File: config.mk
export PLATFORM = sky130hd
export DESIGN_NAME = periodic_task_timer_table_unit
export DESIGN_NICKNAME = d
export VERILOG_FILES = /design/src/sv/ptt_pkg.sv /design/src/sv/ptt_ram.sv /design/src/sv/ptt_ctrl.sv /design/src/sv/ptt_dp.sv /design/src/sv/periodic_task_timer_table_unit.sv
export SDC_FILE = /design/constraint.sdc
export NUM_CORES = 2
export LEC_CHECK = 0
export BUFFER_PORTS_ARGS = -buffer_cell sky130_fd_sc_hd__clkbuf_2
export CAP_MARGIN = 0
export CORE_AREA = 2 2 345 347
export DETAILED_ROUTE_END_ITERATION = 8
export DIE_AREA = 0 0 347 349
export PLACE_DENSITY = 0.74
export SLEW_MARGIN = 10
export SYNTH_ARGS = -nofsm -noshare
export SYNTH_HDL_FRONTEND = slang
export SYNTH_SLANG_ARGS = --single-unit
File: constraint.sdc
create_clock -name clk -period 14.9 [get_ports clk]
set_input_delay 2.235 -clock clk [delete_from_list [all_inputs] [get_ports clk]]
set_output_delay 2.235 -clock clk [all_outputs]
set_load 0.005 [all_outputs]
File: src/sv/ptt_pkg.sv
// ----------------------------------------------------------------------------
// ptt_pkg
// shared types and command codes of the periodic task timer table
// ----------------------------------------------------------------------------
package ptt_pkg;

    localparam logic [2:0] CMD_TICK     = 3'd0;
    localparam logic [2:0] CMD_REGISTER = 3'd1;
    localparam logic [2:0] CMD_UNREG_ID = 3'd2;
    localparam logic [2:0] CMD_UNREG_PAR = 3'd3;
    localparam logic [2:0] CMD_CHANGE   = 3'd4;
    localparam logic [2:0] CMD_QUERY_ID = 3'd5;
    localparam logic [2:0] CMD_QUERY_PAR = 3'd6;
    localparam logic [2:0] CMD_UNUSED   = 3'd7;

    localparam int ENTRY_W  = 65;
    localparam int RESULT_W = 32;

    // controller to datapath
    typedef struct packed {
        logic latch;
        logic rd;
        logic proc;
        logic fin;
        logic one;
        logic erd;
        logic eld;
    } ctrl_t;

    // datapath to controller
    typedef struct packed {
        logic start_walk;
        logic walk_done;
        logic any_fired;
        logic emit_done;
        logic out_busy;
    } stat_t;

endpackage

File: src/sv/ptt_ram.sv
// ----------------------------------------------------------------------------
// ptt_ram
// generic single write port ram with registered read
// ----------------------------------------------------------------------------
module ptt_ram #(
    parameter int WIDTH = 8,
    parameter int DEPTH = 16,
    localparam int AW = (DEPTH > 1) ? $clog2(DEPTH) : 1
) (
    input  logic             clk,
    input  logic             we,
    input  logic [AW-1:0]    waddr,
    input  logic [WIDTH-1:0] wdata,
    input  logic [AW-1:0]    raddr,
    output logic [WIDTH-1:0] rdata
);

    logic [WIDTH-1:0] mem [DEPTH];

    always_ff @(posedge clk)
    begin
        if (we)
        begin
            mem[waddr] <= wdata;
        end
        rdata <= mem[raddr];
    end

endmodule

File: src/sv/ptt_ctrl.sv
// ----------------------------------------------------------------------------
// ptt_ctrl
// command sequencer: accept, table walk, finish, result emission
// ----------------------------------------------------------------------------
module ptt_ctrl (
    input  logic           clk,
    input  logic           rst_n,
    input  logic           in_valid,
    output logic           in_ready,
    input  ptt_pkg::stat_t stat,
    output ptt_pkg::ctrl_t ctrl
);
    import ptt_pkg::*;

    localparam logic [2:0] S_IDLE = 3'd0;
    localparam logic [2:0] S_RD   = 3'd1;
    localparam logic [2:0] S_PROC = 3'd2;
    localparam logic [2:0] S_FIN  = 3'd3;
    localparam logic [2:0] S_ONE  = 3'd4;
    localparam logic [2:0] S_ERD  = 3'd5;
    localparam logic [2:0] S_ELD  = 3'd6;
    localparam logic [2:0] S_WAIT = 3'd7;

    logic [2:0] state_reg;
    logic [2:0] state_next;

    always_ff @(posedge clk or negedge rst_n)
    begin
        if (!rst_n)
        begin
            state_reg <= S_IDLE;
        end
        else
        begin
            state_reg <= state_next;
        end
    end

    assign in_ready = (state_reg == S_IDLE);

    always_comb
    begin
        state_next = state_reg;
        ctrl       = '0;
        case (state_reg)
            S_IDLE:
            begin
                if (in_valid)
                begin
                    ctrl.latch = 1'b1;
                    state_next = stat.start_walk ? S_RD : S_FIN;
                end
            end
            S_RD:
            begin
                if (stat.walk_done)
                begin
                    state_next = S_FIN;
                end
                else
                begin
                    ctrl.rd    = 1'b1;
                    state_next = S_PROC;
                end
            end
            S_PROC:
            begin
                ctrl.proc  = 1'b1;
                state_next = S_RD;
            end
            S_FIN:
            begin
                ctrl.fin   = 1'b1;
                state_next = stat.any_fired ? S_ERD : S_ONE;
            end
            S_ONE:
            begin
                ctrl.one   = 1'b1;
                state_next = S_WAIT;
            end
            S_ERD:
            begin
                ctrl.erd   = 1'b1;
                state_next = S_ELD;
            end
            S_ELD:
            begin
                ctrl.eld   = 1'b1;
                state_next = S_WAIT;
            end
            S_WAIT:
            begin
                if (!stat.out_busy)
                begin
                    state_next = stat.emit_done ? S_IDLE : S_ERD;
                end
            end
            default:
            begin
                state_next = S_IDLE;
            end
        endcase
    end

endmodule

File: src/sv/ptt_dp.sv
// ----------------------------------------------------------------------------
// ptt_dp
// task table datapath: entry ram, compaction walk, fire buffer, output register
// ----------------------------------------------------------------------------
module ptt_dp #(
    parameter int MAX_TASKS = 16,
    localparam int AW = (MAX_TASKS > 1) ? $clog2(MAX_TASKS) : 1,
    localparam int CW = $clog2(MAX_TASKS + 1)
) (
    input  logic           clk,
    input  logic           rst_n,
    input  ptt_pkg::ctrl_t ctrl,
    output ptt_pkg::stat_t stat,
    input  logic [2:0]     in_cmd,
    input  logic [15:0]    in_id,
    input  logic [15:0]    in_param,
    input  logic [15:0]    in_interval,
    input  logic           in_persistent,
    input  logic           cfg_valid,
    input  logic           cfg_data,
    output logic           out_valid,
    input  logic           out_ready,
    output logic           out_fired,
    output logic [15:0]    out_id,
    output logic [15:0]    out_param,
    output logic           out_ok,
    output logic [4:0]     out_count,
    output logic           out_last
);
    import ptt_pkg::*;

    logic          run_en_reg;
    logic [CW-1:0] used_reg, src_reg, dst_reg, nf_reg, em_reg;
    logic          found_reg, walk_reg, ok_reg;
    logic [2:0]    cmd_reg;
    logic [15:0]   id_reg, param_reg, ivl_reg;

    logic               ent_we;
    logic [AW-1:0]      ent_waddr;
    logic [ENTRY_W-1:0] ent_wdata, ent_rdata;
    logic               res_we;
    logic [RESULT_W-1:0] res_rdata;

    logic        e_rep;
    logic [15:0] e_id, e_param, e_ivl, e_tick;
    logic        keep, fire, match, reg_ok;
    logic [15:0] new_tick, new_ivl;

    logic        out_valid_reg, out_fired_reg, out_ok_reg, out_last_reg;
    logic [15:0] out_id_reg, out_param_reg;
    logic [4:0]  out_count_reg;

    assign {e_rep, e_tick, e_ivl, e_param, e_id} = ent_rdata;

    assign reg_ok = (in_cmd == CMD_REGISTER) && (in_id != 16'd0)
                    && (used_reg < CW'(MAX_TASKS));

    always_comb
    begin
        fire     = 1'b0;
        match    = 1'b0;
        keep     = 1'b1;
        new_tick = e_tick;
        new_ivl  = e_ivl;
        case (cmd_reg)
            CMD_TICK:
            begin
                fire     = (e_tick >= e_ivl);
                new_tick = fire ? 16'd0 : e_tick + 16'd1;
                keep     = !(fire && !e_rep);
            end
            CMD_UNREG_ID:
            begin
                match = !found_reg && (id_reg != 16'd0) && (e_id == id_reg);
                keep  = !match;
            end
            CMD_UNREG_PAR:
            begin
                match = !found_reg && (e_param == param_reg);
                keep  = !match;
            end
            CMD_CHANGE:
            begin
                match = !found_reg && (id_reg != 16'd0) && (e_id == id_reg);
                if (match)
                begin
                    new_ivl = ivl_reg;
                end
            end
            CMD_QUERY_ID:
            begin
                match = !found_reg && (id_reg != 16'd0) && (e_id == id_reg);
            end
            CMD_QUERY_PAR:
            begin
                match = !found_reg && (e_param == param_reg);
            end
            default:
            begin
                keep = 1'b1;
            end
        endcase
    end

    // register writes straight at the tail, the walk writes compacted at dst
    always_comb
    begin
        if (ctrl.latch)
        begin
            ent_we    = reg_ok;
            ent_waddr = used_reg[AW-1:0];
            ent_wdata = {in_persistent, 16'd0, in_interval, in_param, in_id};
        end
        else
        begin
            ent_we    = ctrl.proc && keep;
            ent_waddr = dst_reg[AW-1:0];
            ent_wdata = {e_rep, new_tick, new_ivl, e_param, e_id};
        end
    end

    assign res_we = ctrl.proc && fire;

    ptt_ram #(.WIDTH(ENTRY_W), .DEPTH(MAX_TASKS)) u_entry_ram (
        .clk   (clk),
        .we    (ent_we),
        .waddr (ent_waddr),
        .wdata (ent_wdata),
        .raddr (src_reg[AW-1:0]),
        .rdata (ent_rdata)
    );

    ptt_ram #(.WIDTH(RESULT_W), .DEPTH(MAX_TASKS)) u_fire_ram (
        .clk   (clk),
        .we    (res_we),
        .waddr (nf_reg[AW-1:0]),
        .wdata ({e_param, e_id}),
        .raddr (em_reg[AW-1:0]),
        .rdata (res_rdata)
    );

    always_ff @(posedge clk or negedge rst_n)
    begin
        if (!rst_n)
        begin
            run_en_reg    <= 1'b1;
            used_reg      <= '0;
            src_reg       <= '0;
            dst_reg       <= '0;
            nf_reg        <= '0;
            em_reg        <= '0;
            found_reg     <= 1'b0;
            walk_reg      <= 1'b0;
            ok_reg        <= 1'b0;
            cmd_reg       <= CMD_TICK;
            out_valid_reg <= 1'b0;
        end
        else
        begin
            if (cfg_valid)
            begin
                run_en_reg <= cfg_data;
            end
            if (ctrl.latch)
            begin
                cmd_reg   <= in_cmd;
                src_reg   <= '0;
                dst_reg   <= '0;
                nf_reg    <= '0;
                em_reg    <= '0;
                found_reg <= 1'b0;
                walk_reg  <= stat.start_walk;
                ok_reg    <= reg_ok;
                if (reg_ok)
                begin
                    used_reg <= used_reg + CW'(1);
                end
            end
            if (ctrl.proc)
            begin
                src_reg <= src_reg + CW'(1);
                if (keep)
                begin
                    dst_reg <= dst_reg + CW'(1);
                end
                if (fire)
                begin
                    nf_reg <= nf_reg + CW'(1);
                end
                if (match)
                begin
                    found_reg <= 1'b1;
                end
            end
            if (ctrl.fin && walk_reg)
            begin
                used_reg <= dst_reg;
                ok_reg   <= (cmd_reg == CMD_TICK) ? 1'b1 : found_reg;
            end
            if (ctrl.eld)
            begin
                em_reg <= em_reg + CW'(1);
            end
            if (ctrl.one || ctrl.eld)
            begin
                out_valid_reg <= 1'b1;
            end
            else if (out_ready)
            begin
                out_valid_reg <= 1'b0;
            end
        end
    end

    always_ff @(posedge clk)
    begin
        if (ctrl.latch)
        begin
            id_reg    <= in_id;
            param_reg <= in_param;
            ivl_reg   <= in_interval;
        end
        if (ctrl.one)
        begin
            out_fired_reg <= 1'b0;
            out_id_reg    <= 16'd0;
            out_param_reg <= 16'd0;
            out_ok_reg    <= ok_reg;
            out_count_reg <= 5'(used_reg);
            out_last_reg  <= 1'b1;
        end
        else if (ctrl.eld)
        begin
            out_fired_reg <= 1'b1;
            out_id_reg    <= res_rdata[15:0];
            out_param_reg <= res_rdata[31:16];
            out_ok_reg    <= ok_reg;
            out_count_reg <= 5'(used_reg);
            out_last_reg  <= ((em_reg + CW'(1)) == nf_reg);
        end
    end

    // a walk runs for ticks while enabled and for every search command
    assign stat.start_walk = ((in_cmd == CMD_TICK) && run_en_reg)
                             || (in_cmd == CMD_UNREG_ID) || (in_cmd == CMD_UNREG_PAR)
                             || (in_cmd == CMD_CHANGE) || (in_cmd == CMD_QUERY_ID)
                             || (in_cmd == CMD_QUERY_PAR);
    assign stat.walk_done  = (src_reg == used_reg);
    assign stat.any_fired  = (nf_reg != '0);
    assign stat.emit_done  = (em_reg == nf_reg);
    assign stat.out_busy   = out_valid_reg;

    assign out_valid = out_valid_reg;
    assign out_fired = out_fired_reg;
    assign out_id    = out_id_reg;
    assign out_param = out_param_reg;
    assign out_ok    = out_ok_reg;
    assign out_count = out_count_reg;
    assign out_last  = out_last_reg;

endmodule

File: src/sv/periodic_task_timer_table_unit.sv
// ----------------------------------------------------------------------------
// periodic_task_timer_table_unit
// compact table of timed tasks with register, remove, change, query and tick
//
//   channel   direction  payload
//   s_axis    in         command beat: cmd, id, param, interval, persistent
//   m_axis    out        result beat: fired, id, param, ok, count; tlast ends
//   cfg       in         run_enable
//
// register, unused codes and ticks with run_enable low skip the walk and
// give one non-firing result beat. every other command walks the entry ram,
// reading then processing each stored task, then gives one beat per fired
// result, or a single non-firing beat when none fired.
// reset empties the table and sets run_enable; no clearing pass is needed.
// a stalled m_axis holds the result; s_axis is ready again once the last
// beat has been taken.
// ----------------------------------------------------------------------------
module periodic_task_timer_table_unit #(
    parameter int MAX_TASKS = 16
) (
    input  logic        clk,
    input  logic        rst_n,
    input  logic        s_axis_tvalid,
    output logic        s_axis_tready,
    // cmd[2:0], task_id[18:3], task_param[34:19], task_interval[50:35],
    // persistent[51], zero fill
    input  logic [55:0] s_axis_tdata,
    output logic        m_axis_tvalid,
    input  logic        m_axis_tready,
    // fired_id[15:0], fired_param[31:16], ok[32], entry_count[37:33], zero fill
    output logic [39:0] m_axis_tdata,
    // fired[0]
    output logic        m_axis_tuser,
    output logic        m_axis_tlast,
    input  logic        cfg_valid,
    output logic        cfg_ready,
    input  logic        cfg_data
);
    import ptt_pkg::*;

    ctrl_t       ctrl;
    stat_t       stat;
    logic        o_ok;
    logic [4:0]  o_count;
    logic [15:0] o_id, o_param;

    assign cfg_ready = 1'b1;

    ptt_ctrl u_ctrl (
        .clk      (clk),
        .rst_n    (rst_n),
        .in_valid (s_axis_tvalid),
        .in_ready (s_axis_tready),
        .stat     (stat),
        .ctrl     (ctrl)
    );

    ptt_dp #(.MAX_TASKS(MAX_TASKS)) u_dp (
        .clk           (clk),
        .rst_n         (rst_n),
        .ctrl          (ctrl),
        .stat          (stat),
        .in_cmd        (s_axis_tdata[2:0]),
        .in_id         (s_axis_tdata[18:3]),
        .in_param      (s_axis_tdata[34:19]),
        .in_interval   (s_axis_tdata[50:35]),
        .in_persistent (s_axis_tdata[51]),
        .cfg_valid     (cfg_valid),
        .cfg_data      (cfg_data),
        .out_valid     (m_axis_tvalid),
        .out_ready     (m_axis_tready),
        .out_fired     (m_axis_tuser),
        .out_id        (o_id),
        .out_param     (o_param),
        .out_ok        (o_ok),
        .out_count     (o_count),
        .out_last      (m_axis_tlast)
    );

    assign m_axis_tdata = {2'b00, o_count, o_ok, o_param, o_id};

    a_no_overlap: assert property (@(posedge clk) disable iff (!rst_n)
        m_axis_tvalid |-> !s_axis_tready)
        else $error("result pending while accepting commands");

    a_busy_after_accept: assert property (@(posedge clk) disable iff (!rst_n)
        s_axis_tvalid && s_axis_tready |=> !s_axis_tready)
        else $error("ready again right after a command");

    a_fired_id: assert property (@(posedge clk) disable iff (!rst_n)
        m_axis_tvalid && m_axis_tuser |-> m_axis_tdata[15:0] != 16'd0)
        else $error("fired task with id zero");

    a_idle_result: assert property (@(posedge clk) disable iff (!rst_n)
        m_axis_tvalid && !m_axis_tuser |-> m_axis_tlast)
        else $error("non-firing result not marked last");

endmodule
**Word-level counts from Yosys, hierarchy flattened**

Memories as Yosys holds them, arrays and structs flattened. A register that Yosys moved wholly into a read port is not among the register bits.
Cells that the tools add are included.

- Bits in registers: 124
- Latch bits: 0
- Memory bits (writable): 1552
- Bits in read-only memories: 0
- Input bits: 62
- Output and inout port bits: 45
- Logic and storage cells: 145
- Memories: 2

- Add/subtract/negate cells: 6
- Multipliers: 0
- Divide/modulo/power cells: 0
- Order comparisons: 2
- Eq/ne operators: 25
- Shift operators: 0
- Mux-type cells: 51
- Bitwise gates (word level): 0
- Reduce and logical (&&, ||, !) cells: 38

Memories:

| memory | depth | width | read ports | clocked after memory_dff | wr ports | line | RTL |
|---|---|---|---|---|---|---|---|
| u_dp.u_entry_ram.mem | 16 | 65 | 1 | 1 | 1 | ptt_ram.sv:18 | `logic [WIDTH-1:0] mem [DEPTH];` |
| u_dp.u_fire_ram.mem | 16 | 32 | 1 | 1 | 1 | ptt_ram.sv:18 |  |

Operator list:

| operator | number |
|---|---|
| two-way mux 5 bit | 14 |
| two-way mux 65 bit | 1 |
| two-way mux 16 bit | 4 |
| == test 16 bit | 2 |
| nonzero test 16 bit | 2 |
| == test 3 bit, second input constant | 10 |
| adder 5 x 1 -> 5 bit, second input constant | 5 |
| two-way mux 1 bit | 24 |
| one-hot mux 3 bit (7 select lines) | 1 |
| == test 3 x 2 -> 1 bit, second input constant | 6 |
| adder 16 x 1 -> 16 bit, second input constant | 1 |
| greater-or-equal comparator 16 bit | 1 |
| == test 5 bit | 3 |
| nonzero test 2 bit | 6 |
| logical AND 1 bit | 10 |
| zero test 3 bit | 3 |
| two-way mux 3 bit | 3 |
| == test 3 x 1 -> 1 bit, second input constant | 2 |
| logical OR 1 bit | 6 |
| zero test 1 bit | 5 |
| less-than comparator 5 bit, second input constant | 1 |
| nonzero test 5 bit | 1 |
| two-way mux 4 bit | 1 |
| inequality test 2 bit, second input constant | 2 |
| 6 further kinds | 8 |

**Longest topological paths before layout**

- Word-level depth: 10
- Mapped depth: 10
- Mapped depth without buffers: 9

**By module**

From an unflattened synthesis, not the netlist that was laid out.

- Cell total of the unflattened synthesis: 3189
- Area, all modules: 67040.5 um2

By module, submodules not included:

| module | instances | cells each | area each (um2) | sequential area each (um2) |
|---|---|---|---|---|
| ptt_ram (u_dp.u_entry_ram) | 1 | 1673 | 40243.6 | 32531.2 |
| ptt_ram (u_dp.u_fire_ram) | 1 | 838 | 19854.0 | 16015.4 |
| ptt_dp | 1 | 645 | 6667.6 | 3129.3 |
| ptt_ctrl | 1 | 27 | 237.7 | 75.1 |
| periodic_task_timer_table_unit | 1 | 6 | 37.5 | 0.0 |

**Least setup slack after synthesis**

OpenSTA, ideal clock, no wires.

- Path kind: input -> register
- Start: input s_axis_tdata[2]
- End: memory u_dp.u_entry_ram.mem[10][0] in the netlist's numbering (enable)
- Library setup time: 0.582 ns
- Data arrival time: 7.866 ns
- Required time: 14.318 ns
- Setup slack: 6.453 ns
- Cell stages on the path: 5
- Buffers on the path: 1
- Cell sequence: nor4b_1 -> and3_1 -> clkbuf_1 -> a21oi_1 -> nor3b_1

- Word-level cells in the longest chain between the ends: 6

RTL lines:

| item | line | RTL |
|---|---|---|
| start: declaration | periodic_task_timer_table_unit.sv:27 | `input logic [55:0] s_axis_tdata,` |
| == test 3 x 1 -> 1 bit | ptt_dp.sv:55 | `assign reg_ok = (in_cmd == CMD_REGISTER) && (in_id != 16'd0)` |
| logical AND 1 bit | ptt_dp.sv:55 |  |
| logical AND 1 bit | ptt_dp.sv:56 | `&& (used_reg < CW'(MAX_TASKS));` |
| two-way mux 1 bit | ptt_dp.sv:108 | `if (ctrl.latch)` |
| two-way mux 1 bit | ptt_ram.sv:22 | `if (we)` |
| two-way mux 1 bit (implied by the code) | ptt_ram.sv:24 | `mem[waddr] <= wdata;` |
| end: declaration | ptt_ram.sv:18 |  |

No other way between the ends.

**Worst setup path after layout**

- Start: input s_axis_tvalid
- End: memory u_dp.u_entry_ram.mem[3][8] in the netlist's numbering (enable)

- Word-level cells in the longest chain between the ends: 5
- Elaborated cells on any way between the ends: 6
- Those cells by class: 6 x mux

RTL lines:

| item | line | RTL |
|---|---|---|
| start: declaration | periodic_task_timer_table_unit.sv:23 | `input logic s_axis_tvalid,` |
| two-way mux 1 bit (*) | ptt_ctrl.sv:48 | `if (in_valid)` |
| two-way mux 1 bit (*) | ptt_ctrl.sv:45 | `case (state_reg)` |
| two-way mux 1 bit | ptt_dp.sv:108 |  |
| two-way mux 1 bit | ptt_ram.sv:22 |  |
| two-way mux 1 bit (implied by the code) | ptt_ram.sv:24 |  |

Every way passes the cells marked *; elsewhere a longest branch is shown, timed or not.

==> Implementation_results.wiki <==
{| class="wikitable"
! Metric !! Value
|-
| Number of input and output port buffers inserted || slightly below 100
|-
| Detailed Routing Iterations Pass 1 || 6
|-
| Source of the worst register-to-register timing path || u_ctrl.state_reg[2]
|-
| Relative slew slack || 20.4%
|-
| CP Data Required Time || 15300 ps
|-
| R2R setup slack || approximately 9100 ps
|-
| Count of vias placed by the detailed router || 34400
|-
| LEAKAGE || around 25 nW
|-
| Largest net degree at the start of global routing || between 100 and 150
|-
| Combinational family with the most area after synthesis || multiplexers
|-
| Final layout net count || ~3800
|-
| Arithmetic-cell share of the synthesized area counting full adders, half adders and majority gates || less than 1%
|-
| Synth Instances || 3588
|-
| Number of levels in the clock H-tree || 4
|-
| Internal power consumption || 10.3 mW
|-
| Min-delay worst type || flop to flop
|-
| Inserted Clock Buffers || roughly 170
|-
| Number of top-level design ports || about 110
|-
| Die height || 349 µm
|-
| Share of cells above drive strength 1 || around 22%
|-
| Leading cell type by number of instances after synthesis || sky130_fd_sc_hd__edfxtp_1
|-
| Sequential cell area in the final layout || between 50000 and 60000 µm²
|-
| Max-capacitance violation count || 0
|-
| Hold Crit Endpoint || u_dp.out_param[0]
|-
| Net switching power || approximately 4.2 mW
|-
| Clock latency reported for the late side of the worst-skew pair || 790 ps
|-
| Critical Path Source Type || input pin
|-
| Xor and xnor fraction of the mapped netlist area || less than 1%
|-
| Utilization after layout || around 65%
|-
| Simple-gate share of the synthesized area || 3.28%
|-
| Num Clock Sinks || about 1800
|-
| Starting DRC count in detailed routing || 3845
|-
| FF+latch count, synth || 1773
|-
| Max Slew Vio Count || 0
|-
| CTS tree || done
|-
| Number of cells traversed by the worst register-to-register path || 8
|-
| Leading area contributor after synthesis || sky130_fd_sc_hd__edfxtp_1
|-
| First-pass GRT wire length || 224 mm
|-
| Combinational group share of total power || 21.2%
|-
| Maximum fanout count along the critical path || 68
|-
| Setup repair bufs after CTS || 0
|-
| Slew @ Worst Pin || between 1000 and 1500 ps
|-
| Gates resized, CTS repair || 0
|-
| TNS Setup || 0 ps
|-
| P&R area growth vs syn || 11.9%
|-
| Average wire length per cell after detail routing || 28.1 µm
|-
| Hold buffer count at CTS || 0
|-
| Syn avg cell area || 18.9 µm²
|-
| Switching share of power || between 20% and 30%
|-
| Worst Setup Slack post-DPL || 7740 ps
|-
| PnR worst setup slack || ~8500 ps
|-
| Routed wire length || 152 mm
|-
| Starting density of the core || just under 60%
|-
| Power density of the placed cells || around 190 nW/µm²
|-
| Antenna violations before repair || 5
|-
| Largest buffer count on any clock path || 3
|-
| Floorplan die width || ~350 µm
|-
| Netlist cell types || ~60
|-
| Result of the run || finished, final reports clean
|-
| Combined area of all synthesized cells || slightly below 70000 µm²
|-
| Primary FF master, synth || sky130_fd_sc_hd__edfxtp_1
|-
| Clock-pin slew on the worst setup and hold paths || about 60 ps
|-
| Sequential area share after synthesis || between 70% and 80%
|-
| Detailed-placement wirelength estimate || 79.0 mm
|-
| Register with the most flip-flops || u_dp.u_entry_ram.mem
|-
| Via count of the first global-routing pass || roughly 35000
|-
| Number of setup violations in the final report || 0
|-
| Ratio of routed vias to standard cells || 6.36
|-
| Synth Area in Compound Gates || approximately 3.8%
|-
| Proportion of synthesized flip-flops having asynchronous set or reset || 2.03%
|-
| Most common library cells after synthesis || sky130_fd_sc_hd__edfxtp_1 (1606), sky130_fd_sc_hd__nand2_1 (315), sky130_fd_sc_hd__mux4_2 (290)
|-
| Crit. End Element || flop
|-
| Design area || about 76000 µm²
|-
| Final routed DRC violation total || 0
|-
| Crit path arrival time || about 7000 ps
|-
| Largest cells by area after synthesis || sky130_fd_sc_hd__edfxtp_1 (71%), sky130_fd_sc_hd__mux4_2 (9.6%), sky130_fd_sc_hd__dfxtp_1 (3.9%)
|-
| Number of cell rows || between 100 and 150
|-
| Min-Delay Startpoint || u_dp.u_fire_ram.rdata[16]
|-
| Overall routing resource usage || between 20% and 30%
|-
| Path type of the worst setup path || input pin to flop
|-
| Top cell type's share of synthesized area || a little under three quarters
|-
| Cell area reported after detailed placement || 70300 µm²
|-
| Clock share of power || roughly 29%
|-
| Total chip power || approximately 14 mW
|-
| Total die area || approximately 120000 µm²
|-
| Maximum vdd ir drop || between 0.15 and 0.2 mV
|-
| Proportion of power drawn by flip-flops and latches || between 40% and 50%
|-
| Area of the core region || approximately 120000 µm²
|-
| Number of enable-type register cells in the synthesized netlist || 1606
|-
| Total of fill cells in the finished design || 7661
|-
| Period Utilization, post-route || a little over two fifths
|-
| Hold depth || 2
|-
| Antenna cell count || 0
|-
| Time the worst path needs with I/O delays and setup || 6440 ps
|-
| Timing-limited maximum frequency || approximately 160 MHz
|-
| Unrepaired setup endpoints after global routing || no
|-
| Number of flip-flops in the largest register || roughly 1000
|-
| Synth warnings || 0
|-
| Area taken by multi-input logic gates || approximately 15000 µm²
|-
| Total global routing overflow || 0
|-
| Setup clock skew after layout || 30.9 ps
|-
| Multiplexer area fraction after synthesis || around 14%
|-
| Final hold viol count || 0
|-
| Reg2reg end || u_dp.u_entry_ram.mem[3][8]
|-
| Biggest registers after layout || u_dp.u_entry_ram.mem: 1040 flops, u_dp.u_fire_ram.mem: 512 flops, u_dp.u_entry_ram.rdata: 65 flops
|-
| DRT antenna net count || 0
|-
| Gpl congestion || 0.791
|-
| Root Buffer Master || sky130_fd_sc_hd__clkbuf_16
|}
==> power by group through the flow <==
stage	Combinational, mW	Clock (mW)	Sequential (mW)
after floorplan	2.37	0	6.87
after global placement	2.97	0	7.22
after detailed placement	3.06	0	7.24
after CTS	3.08	4.33	7.14
after global routing	3.36	4.52	7.21
final	3.08	4.26	7.15
==> cell type report <==
| cell class | instances | area share (%) |
|---|---|---|
| Multi-Input combinational cell | 1591 | 20.3 |
| Timing Repair Buffer | 169 | 1.40 |
| Inverter | 28 | 0.145 |
| Sequential cell | 1773 | 68.3 |
| Clock inverter | 70 | 0.820 |
| Clock buffer | 250 | 6.54 |
| Tap cell | 1536 | 2.53 |
==> per-stage QoR <==
stage / std cells / hold slack [ps]
after global routing: 5417 / 450
after CTS: 5417 / 438
after detailed placement: 5097 / 429
final: 5417 / 435
after floorplan: 3589 / 420
after global placement: 5097 / 425
==> layer usage <==
metal | global-route usage (%) | part of all wire (%)
met1 | 33.6 | 39
met2 | 42.1 | 50
met3 | 4.67 | 8.1
met4 | 9.54 | 3.1
met5 | 0 | 0.022
==> placed cells by master (no fill, tap or decap), drive strengths merged, types with 35 or more instances in the layout <==
cell type	instances
a21oi	84
a221oi	65
a22oi	65
buf	70
clkbuf	349
clkinv	55
dfrtp	35
dfxtp	131
edfxtp	1606
mux2	66
mux2i	219
mux4	290
nand2	315
nand3	58
nor2	62
o21ai	164
xor2	38
==> critical path, cell delays in order <==
cell and delay, ps:
sky130_fd_sc_hd__clkbuf_2 120, sky130_fd_sc_hd__nand2_2 340, sky130_fd_sc_hd__inv_6 660, sky130_fd_sc_hd__buf_4 750, sky130_fd_sc_hd__and3_1 530, sky130_fd_sc_hd__a21oi_4 240
sky130_fd_sc_hd__nor2_4 980, sky130_fd_sc_hd__buf_4 790
==> kinds of logic after synthesis <==
kind of cell / Yosys count
other: 2
AND/OR/NAND/NOR: 513
AO/OA/AOI/OAI: 407
multiplexers: 575
XOR/XNOR: 67
adder cells (fa/ha/maj): 26
buffers and inverters: 225
flip-flops: 1773
==> worst max path at each step <==
stage / start / to
after detailed placement: s_axis_tvalid / u_dp.u_entry_ram.mem[3][9]
final: s_axis_tvalid / u_dp.u_entry_ram.mem[3][8]
after global placement: s_axis_tvalid / u_dp.u_entry_ram.mem[3][9]
after CTS: s_axis_tvalid / u_dp.u_entry_ram.mem[3][9]
after floorplan: s_axis_tdata[2] / u_dp.u_entry_ram.mem[10][0]
after global routing: s_axis_tvalid / u_dp.u_entry_ram.mem[3][8]
No activity file was read; power rests on OpenSTA's default activity.
